--- config.mk ---
export PLATFORM = sky130hd
export DESIGN_NAME = mpsm_ctrl
export DESIGN_NICKNAME = d
export VERILOG_FILES = /design/src/rtl/mpsm_pkg.sv /design/src/rtl/mpsm_ctrl.sv
export SDC_FILE = /design/constraint.sdc
export NUM_CORES = 1
export LEC_CHECK = 0
export ABC_AREA = 1
export BUFFER_PORTS_ARGS = -buffer_cell sky130_fd_sc_hd__buf_2
export CORE_UTILIZATION = 30
export DETAILED_ROUTE_END_ITERATION = 8
export GPL_ROUTABILITY_DRIVEN = 0
export PLACE_DENSITY_LB_ADDON = 0.08
export SLEW_MARGIN = 0
export SYNTH_ARGS = -nofsm -noshare
export SYNTH_HDL_FRONTEND = slang
export SYNTH_SLANG_ARGS = --single-unit
--- constraint.sdc ---
create_clock -name clk -period 1.37 [get_ports clk]
set_input_delay 0.2055 -clock clk [delete_from_list [all_inputs] [get_ports clk]]
set_output_delay 0.2055 -clock clk [all_outputs]
set_load 0.01 [all_outputs]
--- src/rtl/mpsm_pkg.sv ---
`default_nettype none
package mpsm_pkg;

    localparam int NODES_DEF        = 256;
    localparam int MAX_PATTERNS_DEF = 64;
    localparam int ALPHABET_DEF     = 256;

    // request codes
    localparam logic [2:0] OP_CLEAR    = 3'd0;
    localparam logic [2:0] OP_PAT_BYTE = 3'd1;
    localparam logic [2:0] OP_PAT_END  = 3'd2;
    localparam logic [2:0] OP_BUILD    = 3'd3;
    localparam logic [2:0] OP_TEXT     = 3'd4;

    // status codes
    localparam logic [2:0] ST_OK       = 3'd0;
    localparam logic [2:0] ST_DUP      = 3'd1;
    localparam logic [2:0] ST_FULL     = 3'd2;
    localparam logic [2:0] ST_NOTBUILT = 3'd3;
    localparam logic [2:0] ST_TOOMANY  = 3'd4;

    localparam logic [7:0] BYTE_LOW_INIT = 8'hFF;

    typedef enum logic [4:0] {
        DP_NOP,
        DP_LATCH,
        DP_CLEAR,
        DP_SWEEP,
        DP_FIN_NOP,
        DP_FIN_ERR,
        DP_INS_IGN,
        DP_INS_RD,
        DP_INS_EVAL,
        DP_END_RD,
        DP_END_EVAL,
        DP_BLD_START,
        DP_BLD_CRD,
        DP_BLD_CCHK,
        DP_BLD_FRD,
        DP_BLD_FCHK,
        DP_BLD_WCHK,
        DP_BLD_NEXTB,
        DP_BLD_POP,
        DP_BLD_UGET,
        DP_BLD_FGET,
        DP_BLD_DONE,
        DP_TXT_NB,
        DP_TXT_OUT,
        DP_TXT_START,
        DP_TXT_RD,
        DP_TXT_CHK,
        DP_TXT_MARK
    } dp_cmd_t;

    typedef struct packed {
        logic [2:0] op;
        logic       error;
        logic       built;
        logic       byte_ok;
        logic       in_range;
        logic       child_zero;
        logic       u_zero;
        logic       f_zero;
        logic       n_zero;
        logic       low_gt_high;
        logic       b_at_high;
        logic       q_empty;
        logic       sweep_last;
    } dp_stat_t;

endpackage
`default_nettype wire

--- src/rtl/mpsm_ctrl.sv ---
`default_nettype none
module mpsm_ctrl (
    input  wire logic               clk,
    input  wire logic               rst_n,
    input  wire logic               start,
    output logic                    busy,
    output logic                    done,
    output mpsm_pkg::dp_cmd_t       cmd,
    input  wire mpsm_pkg::dp_stat_t stat
);
    import mpsm_pkg::*;

    typedef enum logic [4:0] {
        S_SWEEP_INIT,
        S_SWEEP_OP,
        S_IDLE,
        S_DISPATCH,
        S_INS_EVAL,
        S_END_EVAL,
        S_B_CRD,
        S_B_CCHK,
        S_B_FRD,
        S_B_FCHK,
        S_B_WCHK,
        S_B_NEXTB,
        S_B_POP,
        S_B_UGET,
        S_B_FGET,
        S_T_RD,
        S_T_CHK,
        S_T_MARK
    } state_t;

    state_t state_reg, state_next;
    logic   done_reg, done_next;

    always_comb
    begin
        state_next = state_reg;
        done_next  = 1'b0;
        cmd        = DP_NOP;
        case (state_reg)
            S_SWEEP_INIT:
            begin
                cmd = DP_SWEEP;
                if (stat.sweep_last)
                begin
                    state_next = S_IDLE;
                end
            end
            S_SWEEP_OP:
            begin
                cmd = DP_SWEEP;
                if (stat.sweep_last)
                begin
                    state_next = S_IDLE;
                    done_next  = 1'b1;
                end
            end
            S_IDLE:
            begin
                if (start)
                begin
                    cmd        = DP_LATCH;
                    state_next = S_DISPATCH;
                end
            end
            S_DISPATCH:
            begin
                if (stat.op == OP_CLEAR)
                begin
                    cmd        = DP_CLEAR;
                    state_next = S_SWEEP_OP;
                end
                else if (stat.op > OP_TEXT)
                begin
                    cmd        = DP_FIN_NOP;
                    state_next = S_IDLE;
                    done_next  = 1'b1;
                end
                else if (stat.error)
                begin
                    cmd        = DP_FIN_ERR;
                    state_next = S_IDLE;
                    done_next  = 1'b1;
                end
                else
                begin
                    case (stat.op)
                        OP_PAT_BYTE:
                        begin
                            if (stat.byte_ok)
                            begin
                                cmd        = DP_INS_RD;
                                state_next = S_INS_EVAL;
                            end
                            else
                            begin
                                cmd        = DP_INS_IGN;
                                state_next = S_IDLE;
                                done_next  = 1'b1;
                            end
                        end
                        OP_PAT_END:
                        begin
                            cmd        = DP_END_RD;
                            state_next = S_END_EVAL;
                        end
                        OP_BUILD:
                        begin
                            cmd        = DP_BLD_START;
                            state_next = stat.low_gt_high ? S_B_POP : S_B_CRD;
                        end
                        OP_TEXT:
                        begin
                            if (!stat.built)
                            begin
                                cmd        = DP_TXT_NB;
                                state_next = S_IDLE;
                                done_next  = 1'b1;
                            end
                            else if (!stat.in_range)
                            begin
                                cmd        = DP_TXT_OUT;
                                state_next = S_IDLE;
                                done_next  = 1'b1;
                            end
                            else
                            begin
                                cmd        = DP_TXT_START;
                                state_next = S_T_RD;
                            end
                        end
                        default:
                        begin
                            cmd        = DP_FIN_NOP;
                            state_next = S_IDLE;
                            done_next  = 1'b1;
                        end
                    endcase
                end
            end
            S_INS_EVAL:
            begin
                cmd        = DP_INS_EVAL;
                state_next = S_IDLE;
                done_next  = 1'b1;
            end
            S_END_EVAL:
            begin
                cmd        = DP_END_EVAL;
                state_next = S_IDLE;
                done_next  = 1'b1;
            end
            S_B_CRD:
            begin
                cmd        = DP_BLD_CRD;
                state_next = S_B_CCHK;
            end
            S_B_CCHK:
            begin
                cmd = DP_BLD_CCHK;
                if (stat.child_zero || stat.u_zero)
                begin
                    state_next = S_B_NEXTB;
                end
                else
                begin
                    state_next = S_B_FRD;
                end
            end
            S_B_FRD:
            begin
                cmd        = DP_BLD_FRD;
                state_next = S_B_FCHK;
            end
            S_B_FCHK:
            begin
                cmd = DP_BLD_FCHK;
                if (!stat.f_zero && stat.child_zero)
                begin
                    state_next = S_B_FRD;
                end
                else if (stat.child_zero)
                begin
                    state_next = S_B_NEXTB;
                end
                else
                begin
                    state_next = S_B_WCHK;
                end
            end
            S_B_WCHK:
            begin
                cmd        = DP_BLD_WCHK;
                state_next = S_B_NEXTB;
            end
            S_B_NEXTB:
            begin
                if (stat.b_at_high)
                begin
                    state_next = S_B_POP;
                end
                else
                begin
                    cmd        = DP_BLD_NEXTB;
                    state_next = S_B_CRD;
                end
            end
            S_B_POP:
            begin
                if (stat.q_empty)
                begin
                    cmd        = DP_BLD_DONE;
                    state_next = S_IDLE;
                    done_next  = 1'b1;
                end
                else
                begin
                    cmd        = DP_BLD_POP;
                    state_next = S_B_UGET;
                end
            end
            S_B_UGET:
            begin
                cmd        = DP_BLD_UGET;
                state_next = S_B_FGET;
            end
            S_B_FGET:
            begin
                cmd        = DP_BLD_FGET;
                state_next = S_B_CRD;
            end
            S_T_RD:
            begin
                cmd        = DP_TXT_RD;
                state_next = S_T_CHK;
            end
            S_T_CHK:
            begin
                cmd = DP_TXT_CHK;
                if (!stat.n_zero && stat.child_zero)
                begin
                    state_next = S_T_RD;
                end
                else if (stat.child_zero)
                begin
                    state_next = S_IDLE;
                    done_next  = 1'b1;
                end
                else
                begin
                    state_next = S_T_MARK;
                end
            end
            S_T_MARK:
            begin
                cmd        = DP_TXT_MARK;
                state_next = S_IDLE;
                done_next  = 1'b1;
            end
            default:
            begin
                state_next = S_IDLE;
            end
        endcase
    end

    always_ff @(posedge clk or negedge rst_n)
    begin
        if (!rst_n)
        begin
            state_reg <= S_SWEEP_INIT;
            done_reg  <= 1'b0;
        end
        else
        begin
            state_reg <= state_next;
            done_reg  <= done_next;
        end
    end

    assign busy = (state_reg != S_IDLE);
    assign done = done_reg;

endmodule
`default_nettype wire

# [Yosys cells after proc, flatten, opt, wreduce, memory -nomap -nowiden]
# Index checks and enable logic that the tools add are counted.
[op_classes] order_cmp=1 eq_ne=24 muxes=41 n_reduce_logical=11
[op_table] operator="$pmux 5 s17" count=1
[op_table] operator="$pmux 5 s14" count=1
[op_table] operator="$mux 5" count=11
[op_table] operator="$eq 5x4->1 const B" count=8
[op_table] operator="$pmux 5 s4" count=2
[op_table] operator="$mux 4" count=7
[op_table] operator="$eq 5x3->1 const B" count=4
[op_table] operator="$mux 1" count=13
[op_table] operator="$eq 5x2->1 const B" count=2
[op_table] operator="$eq 5x5->1 const B" count=2
[op_table] operator="$eq 3x2->1 const B" count=2
[op_table] operator="$mux 3" count=2
[op_table] operator="$eq 5x1->1 const B" count=1
[op_table] operator="$logic_not 5->1" count=1
[op_table] operator="$ne 5x2->1 const B" count=1
[op_table] operator="$pmux 1 s5" count=1
[op_table] operator="$mux 2" count=2
[op_table] operator="$reduce_or 2->1" count=2
[op_table] operator="$eq 3x1->1 const B" count=1
[op_table] operator="$eq 3x3->1 const B" count=1
[op_table] operator="$gt 3x3->1 const B" count=1
[op_table] operator="$logic_not 3->1" count=1
[op_table] operator="$pmux 1 s3" count=1
[op_table] operator="$reduce_or 3->1" count=1
[op_table] operator="6 further kinds" count=8
[word_totals] ff_bits=6 out_inout_bits=7

# [Longest topological paths before layout]
[logic_depth] word_depth=7 depth_mapped=10

# [Worst setup path after synthesis]
# No wires, ideal clock.
[synth_timing] kind="reg-to-output" start="reg state_reg[4]" end="out cmd[3]" arrival_ns=1.259 required_ns=1.165 slack_ns=-0.095 path_stages_with_launch=8 cell_sequence="dfrtp_1 > inv_2 > nand3_2 > inv_2 > nand2_1 > inv_1 > nand2_1 > o31ai_1"
[synth_between] elab_chain_len=3 elab_cells_between_ends=20
[synth_lines] element="from (decl)" line="mpsm_ctrl.sv:34" text="state_t state_reg, state_next;"
[synth_lines] element="from (signal assigned)" line="mpsm_ctrl.sv:278" text="state_reg <= state_next;"
[synth_lines] element="$eq 5x1->1 or $logic_not 5->1 (tied branches)" line="mpsm_ctrl.sv:42" text="case (state_reg)"
[synth_lines] element="$reduce_or 2->1 (no line)"
[synth_lines] element="$pmux 5 s17 (*)" line="mpsm_ctrl.sv:42"
[synth_lines] element="to (decl)" line="mpsm_ctrl.sv:8" text="output mpsm_pkg::dp_cmd_t cmd,"
# Every way passes the cells marked *; elsewhere a longest branch is shown, timed or not.

# [Final worst setup path]
[layout_timing] start="reg state_reg[3]" end="out cmd[3]"
# The elaborated chain is that of the path after synthesis.

==> results.py <==
metrics = {
    "outcome": {
        "status": "finished with violations",
        "violations": "DRC, setup timing",
    },
    "route": {
        "drcViolationCount": 1,
        "drt_first_iter_violations": 78,
        "drt-met1-wl_um": 1570,
        "ant_nets": 0,
        "via_per_inst": 5.13,
        "topRoutingLayerUsed": "met4",
        "vias": 1417,
        "drt-wirelength-per-cell_um": 13.7,
        "wirelength_um": 3780,
        "routed-wl-met3_um": 290,
        "wl_met2_um": 1790,
        "drt_pass1_iterations": 7,
    },
    "global_routing": {
        "grt_usage": 0.244,
        "grt_antenna_before_repair": 0,
        "gr-total-overflow": 0,
        "grt_max_degree": 9,
        "grt_pass1_vias": 1388,
        "grt_pass1_wl_um": 6150,
    },
    "cells_and_area": {
        "layout_common_cells": "buf_4, nand2_1, buf_2",
        "multi_input_area_um2": 767,
        "area.growth.synth_to_final_pct": 73.9,
        "largest_reg_flops": 5,
        "fill_cells": 273,
        "diodes": 0,
        "final_nets": 265,
        "drive_above_1_share": 0.502,
        "mostFrequentLayoutCell": "buf_4",
        "register_area_um2": 156,
    },
    "timing": {
        "hold_slack_ns": 0.191,
        "slew_headroom": 0.827,
        "finClkSkew_ns": 0.00400,
        "worstMarginPinSlew_ns": 0.260,
        "setup_ws_ns": -0.446,
        "finalCriticalPeriod_ns": 1.82,
        "fmax_ghz": 0.551,
        "drv_slew": 0,
        "rsz0062_at_grt": "true",
        "final.period_utilization": 1.33,
        "hold_viol_final": 0,
        "setup_viol": 11,
    },
    "hold_path": {
        "hp-class": "in2reg",
    },
    "power": {
        "power_density_nw_per_um2": 1550,
        "p_leak_nw": 0.886,
        "total_power_w": 0.00249,
        "vdd_drop_max_uv": 659,
    },
    "clock_network": {
        "cts_tree": "yes",
        "clock_latency_ns": 0.27,
        "clk_pin_slew_ns": 0.05,
        "clk_path_buf_depth": 2,
        "numCtsBuffers": 3,
        "cts-root-buf": "clkbuf_4",
        "cts_sinks": 6,
        "cts.htree.levels": 1,
    },
    "yosys": {
        "synthTopCellsByArea": "nand2_1, dfrtp_1, nor2_1",
        "yosys_warnings": 0,
        "seq_area_frac_synth": 0.163,
        "mappedNetlistArea_um2": 921,
        "synth_top_cell_by_area": "nand2_1",
        "synthCells": 169,
        "yosys.cell_types.count": 23,
        "synth.avg_cell_area_um2": 5.45,
        "synthesis.nets": 187,
        "synthDominantCellAreaShare": 0.167,
        "ys_seq_elements": 6,
    },
    "job": {
        "cap_violations": 0,
    },
    "worst_setup_path": {
        "worst_ep_arrival_time_ns": 1.61,
        "critPathRequiredTime_ns": 1.16,
        "critPathMaxFanout": 6,
        "cp_slowest_stage_delay_ns": 0.46,
        "slowest_stage": "dfrtp_2",
        "worstSetupPathType": "reg2out",
        "critPathLaunchType": "register",
        "path_cells": "nor2_4 -> nand4_1 -> o21ai_2 -> nor3_4 -> o31ai_4 -> buf_2",
        "critical_path.endpoint_type": "output pin",
    },
    "floorplanning": {
        "die_w_um": 57.4,
        "io_pins": 25,
        "die_h_um": 57.4,
        "core_um2": 2830,
        "start_util": 0.326,
        "fp.dieArea_um2": 3300,
        "num_rows": 19,
    },
    "placed_design": {
        "place_hpwl_um": 2950,
        "portBuffers": 24,
    },
}
-- metrics by stage --
stage          TNS [ns]  cells  setup slack, ns  instance area [µm²]  utilization
2_1_floorplan         0    169         0.000468                  940            -
4_1_cts           -2.66    273           -0.394                 1570        0.554
5_1_grt           -3.90    276           -0.512                 1600        0.566
3_5_place_dp      -1.61    263           -0.232                 1390        0.492
3_3_place_gp      -1.87    263           -0.294                 1390        0.492
6_report          -3.03    276           -0.446                 1600        0.566
-- final cells by class --
type                       instances  area share
timing repair buffer              74       0.311
inverter                          29      0.0742
sequential                         6      0.0977
tap                               31      0.0242
clock buffer                       3      0.0141
multi-input combinational        133       0.479
-- cells by family after synthesis --
| group | after synthesis | share of synthesized area |
|---|---|---|
| buffers and inverters | 30 | 0.128 |
| DFF | 6 | 0.163 |
| and+or+nand+nor | 113 | 0.583 |
| AOI/OAI and AO/OA | 20 | 0.126 |
-- where the power goes --
group,internal [W],switching (W)
Combinational,0.000919,0.00100
Clock,0.000101,0.0000935
Sequential,0.000241,0.000129
-- layer usage --
metal  vias to the layer above  track usage
met2                        69        0.425
li1                        704            -
met3                        15       0.0385
met5                         -            0
met4                         0        0.105
met1                       629        0.294
-- Yosys cell counts --
| master | number |
|---|---|
| nand3_2 | 3 |
| nand3_1 | 17 |
| o31ai_1 | 1 |
| dfrtp_1 | 6 |
| o21ai_0 | 9 |
| nand2_2 | 3 |
| o21ai_1 | 3 |
| nand4_1 | 6 |
| o211ai_1 | 1 |
| o2111ai_1 | 2 |
| nand2_1 | 41 |
| a211oi_1 | 1 |
| nor2_4 | 2 |
| nor2_2 | 5 |
| a21oi_1 | 2 |
| o22ai_1 | 1 |
| inv_1 | 25 |
| clkinv_2 | 1 |
| inv_2 | 3 |
| nor2_1 | 26 |
| nor3_1 | 6 |
| nand3b_1 | 4 |
| buf_4 | 1 |
-- path summary, 6_finish.rpt --
| path | from | depth (start not counted) | slack [ns] | end |
|---|---|---|---|---|
| setup / recovery | state_reg[3]$_DFFE_PN0P_ | 6 | -0.45 | cmd[3] |
| hold / removal | stat[7] | 2 | 0.19 | state_reg[4]$_DFFE_PN0P_ |
| setup reg to reg | state_reg[3]$_DFFE_PN0P_ | 11 | -0.21 | state_reg[0]$_DFFE_PN0P_ |
| hold reg to reg | state_reg[2]$_DFFE_PN0P_ | 4 | 0.78 | state_reg[4]$_DFFE_PN0P_ |
| max in group asynchronous | rst_n | 2 | 0.90 | state_reg[4]$_DFFE_PN0P_ |
| min in group asynchronous | rst_n | 2 | 0.30 | state_reg[0]$_DFFE_PN0P_ |
-- critical path, delay by kind of cell (launching register included) --
kind,cells,cell delay (ns)
AO/OA/AOI/OAI,2,0.21
AND/OR/NAND/NOR,3,0.51
flip-flops,1,0.46
buffers and inverters,1,0.16
-- repair_timing --
| item | in CTS | in global routing |
|---|---|---|
| hold endpoints to repair | 6 | 0 |
| resized for setup | 35 | 3 |
| setup buffers | 6 | 3 |
| pin swaps | 6 | 5 |
| endpoints found under the setup margin | 11 | 11 |
| gates cloned | 0 | 0 |
| hold buffers | 1 | 0 |
Note: power is estimated with default switching activity, not from simulation.
